**src/rtl/samrx_ram.sv**
```systemverilog
// Generic simple dual-port RAM with one write port and a registered read port.
module samrx_ram #(
   parameter int WIDTH = 8,
   parameter int DEPTH = 256
) (
   input  logic                     clock,
   input  logic                     wr_en,
   input  logic [$clog2(DEPTH)-1:0] wr_addr,
   input  logic [WIDTH-1:0]         wr_data,
   input  logic                     rd_en,
   input  logic [$clog2(DEPTH)-1:0] rd_addr,
   output logic [WIDTH-1:0]         rd_data
);

   logic [WIDTH-1:0] mem_ff [DEPTH];
   logic [WIDTH-1:0] rd_data_ff;

   always_ff @(posedge clock) begin
      if (wr_en) begin
         mem_ff[wr_addr] <= wr_data;
      end
      if (rd_en) begin
         rd_data_ff <= mem_ff[rd_addr];
      end
   end

   assign rd_data = rd_data_ff;

endmodule

```
**config.mk**
```make
export PLATFORM = sky130hd
export DESIGN_NAME = samrx_ram
export DESIGN_NICKNAME = d
export VERILOG_FILES = /design/src/rtl/samrx_ram.sv
export SDC_FILE = /design/constraint.sdc
export NUM_CORES = 2
export LEC_CHECK = 0
export CAP_MARGIN = 20
export CORE_MARGIN = 2
export CORE_UTILIZATION = 40
export CTS_CLUSTER_DIAMETER = 200
export DETAILED_ROUTE_END_ITERATION = 12
export DONT_BUFFER_PORTS = 1
export PLACE_DENSITY_LB_ADDON = 0.25
export SYNTH_ARGS = -nofsm -noshare
export SYNTH_HDL_FRONTEND = slang
export SYNTH_SLANG_ARGS = --single-unit
```
**constraint.sdc**
```tcl
create_clock -name clock -period 2.4 [get_ports clock]
set_input_delay 0.48 -clock clock [delete_from_list [all_inputs] [get_ports clock]]
set_output_delay 0.48 -clock clock [all_outputs]
set_load 0.005 [all_outputs]
```
==> impl_metrics.env <==
export IMPL_status="complete, but fails checks"
export IMPL_violations="negative hold slack, max-slew violations, negative setup slack"
export IMPL_std_cell_rows=163
export IMPL_p_seq_share_pct=54.1
export IMPL_htree_num_levels=4
export IMPL_numCtsBuffers=206
export IMPL_layout_min_cycle_time_ns=3.412
export IMPL_yosysMostFrequentCell="edfxtp_1"
export IMPL_yosys_warnings=0
export IMPL_synth_area_leaders="edfxtp_1 78%, mux4_2 13%, mux2i_1 1.7%"
export IMPL_pre_cts_slack_ns=-1.086
export IMPL_period_share_pct=142.2
export IMPL_worst_r2r_setup_slack_ns=-0.04
export IMPL_yosys_area_top_type_share_pct=77.53
export IMPL_dr_first_iter_drc_count=4471
export IMPL_p_switching_uw=14980
export IMPL_worstReg2RegEnd="rd_data[3]$_DFFE_PP_"
export IMPL_max_freq_mhz=293.1
export IMPL_synth_area_leader_cell="edfxtp_1"
export IMPL_initial_core_util_pct=40.30
export IMPL_post_cts_setup_buffer_count=0
export IMPL_grt_max_degree=579
export IMPL_async_flop_share_pct=0
export IMPL_grt_antenna_before_repair=8
export IMPL_die_h_um=450.2
export IMPL_die_area_um2=202700
export IMPL_wirelength_um=203400
export IMPL_worstHoldStart="wr_data[7]"
export IMPL_drc_errors=0
export IMPL_die_width_um=450.2
export IMPL_seq_area_frac_synth_pct=77.53
export IMPL_fillers=16240
export IMPL_grt_usage_pct=19.79
export IMPL_hold_ws_ns=-0.2469
export IMPL_gr_total_overflow=0
export IMPL_area_growth_pct=16.95
export IMPL_cp_max_fo=578
export IMPL_max_slew_margin_pct=-59.92
export IMPL_syn_area_per_cell_um2=21.33
export IMPL_syn_cell_area_um2=79640
export IMPL_cellLeakagePower_uw=0.02960
export IMPL_cts_sinks=2056
export IMPL_clock_root_buffer="clkbuf_16"
export IMPL_worst_skew_pair_late_latency_ns=0.83
export IMPL_power_density_nw_per_um2=787.2
export IMPL_p_comb_share_pct=3.9
export IMPL_min_path_type="input pin to flop"
export IMPL_grt_first_pass_wirelength_um=290400
export IMPL_synthFlopType="edfxtp_1"
export IMPL_final_max_slew_viol_count=199
export IMPL_fin_cells=7093
export IMPL_drt_pass1_iter_count=6
export IMPL_reg2reg_depth=8
export IMPL_synth_cell_types=54
export IMPL_fin_area_um2=93130
export IMPL_critPathArrivalTime_ns=4.00
export IMPL_port_buffers=0
export IMPL_holdPathStages=0
export IMPL_grt_pass1_vias=39920
export IMPL_wl_per_cell_um=28.67
export IMPL_clk_pin_slew_ns=0.06
export IMPL_place_gp_congestion=0.7999
export IMPL_cp_end_kind="flop"
export IMPL_path_class="input pin to flop"
export IMPL_place_inst=6695
export IMPL_synthCells=3733
export IMPL_dpl_hpwl_um=114000
export IMPL_p_int_uw=58330
export IMPL_finClkSkew_ns=0.03617
export IMPL_switching_share_pct=20.44
export IMPL_avgViaCountPerCell=5.596
export IMPL_design_core_area_um2=197600
export IMPL_crit_path_start_kind="input pin"
export IMPL_cts_buffer_depth=3
export IMPL_cap_violations=0
export IMPL_fin_nets=4301
export IMPL_r2r_start="mem_ff[43][3]$_DFFE_PP_"
export IMPL_setup_worst_path_start="rd_addr[0]"
export IMPL_ios=35
export IMPL_drive_above_1_share_pct=30.56
export IMPL_worst_slack_ns=-1.012
export IMPL_crit_required_ns=2.99
export IMPL_synth_edff_count=2056
export IMPL_tightest_slew_ns=2.399
export IMPL_synth_seq_cells=2056
export IMPL_worst_hold_path_endpoint="mem_ff[70][7]$_DFFE_PP_"
export IMPL_num_vias=39690
export IMPL_ys_top_cells_by_count="2056 x edfxtp_1, 454 x mux4_2, 282 x nor2_1"
export IMPL_synth_nets=3760
export IMPL_finalHoldViolCount=515
export IMPL_clkPwrFrac_pct=42.0
export IMPL_ant_nets=0
export IMPL_ir_worst_vdd_v=0.0006150
export IMPL_rsz0062_at_grt="yes"
export IMPL_setup_viol=8
export IMPL_cts_tree="done"
export IMPL_postPlaceCellArea_um2=86050
-- through the flow --
stage | power [µW] | setup TNS [ns] | utilization [%] | hold slack (ns)
4_1_cts | 73610 | -0.1301 | 46.89 | -0.2789
6_report | 73320 | -7.013 | 47.13 | -0.2469
2_1_floorplan | 42370 | -0.2122 | - | 0.5789
3_3_place_gp | 42940 | -7.897 | 43.54 | 0.6060
3_5_place_dp | 42940 | -6.248 | 43.54 | 0.6034
5_1_grt | 75320 | -0.3949 | 47.12 | -0.2775
-- kinds of logic (layout without fill, tap and decap cells) --
logic type             Yosys count  after routing  synth area share [%]
other                            0              3                     0
muxes                          591            591                 14.60
buffers and inverters          235            952                 1.829
AOI/OAI and AO/OA              385            385                 3.416
and+or+nand+nor                466            466                 2.625
DFF                           2056           2056                 77.53
-- routing by layer --
metal / vias up / share of wire [%] / track usage (%)
met1: 21300 / 42 / 28.02
met3: 257 / 6.3 / 3.062
li1: 16830 / - / -
met5: - / 0.0054 / 0
met2: 1307 / 49 / 32.00
met4: 2 / 2.3 / 5.406
-- worst max-delay path, stage by stage --
cell     delay, ns
mux4_2        1.29
a22o_1        0.28
nor3_2        0.23
buf_4         0.16
a21oi_1       0.04
a22oi_1       0.18
buf_4         0.17
nor4_2        0.05
-- placed cells by master (no fill, tap or decap), types with 9 or more instances in the layout --
cell	instances
a211oi_1	9
a21oi_1	95
a22oi_1	125
buf_12	28
buf_4	530
bufinv_16	12
clkbuf_1	42
clkbuf_16	209
clkinv_1	79
clkinv_2	27
edfxtp_1	2056
mux2i_1	134
mux4_2	454
nand2_1	32
nand3_1	31
nand4_1	10
nor2_1	277
nor2b_1	27
nor3_1	16
nor4_1	11
nor4_2	13
o211ai_1	10
o221ai_1	45
o22ai_1	28
-- power by group through the flow --
stage	clock [µW]	combinational (µW)	sequential (µW)
floorplan	0	1980	40400
CTS	31400	2540	39700
global route	32700	2930	39700
finish	30800	2850	39700
global placement	0	2500	40400
detailed placement	0	2490	40400
-- registers in the layout, summed over array words and instances, names as in the netlist --
name and flops:
rd_data 8, mem_ff 2048
-- how the worst max path moves through the flow --
stage	to	slack, ns
after floorplan	rd_data[0]$_DFFE_PP_	-0.04
after global placement	rd_data[3]$_DFFE_PP_	-1.22
after detailed placement	rd_data[3]$_DFFE_PP_	-1.09
after CTS	rd_data[3]$_DFFE_PP_	-0.08
after global routing	rd_data[6]$_DFFE_PP_	-0.14
final	rd_data[6]$_DFFE_PP_	-1.01
-- repair_timing --
item / in CTS / in global routing
pin swaps: 9 / 20
setup endpoints to repair: 7 / 8
hold buffers: 3 / 8
hold endpoints to repair: 2029 / 1381
resized for setup: 23 / 46
-- area by class of cell --
cell class	instances	area (µm²)	area share, %
clock buffer	251	5388	5.785
tap	2640	3303	3.547
antenna	3	7.507	0.008061
timing repair buffer	566	4707	5.054
clock inverter	133	1076	1.155
sequential	2056	61740	66.29
inverter	2	7.507	0.008061
multi-input combinational	1442	16910	18.15
(Power assumes the default switching activity.)
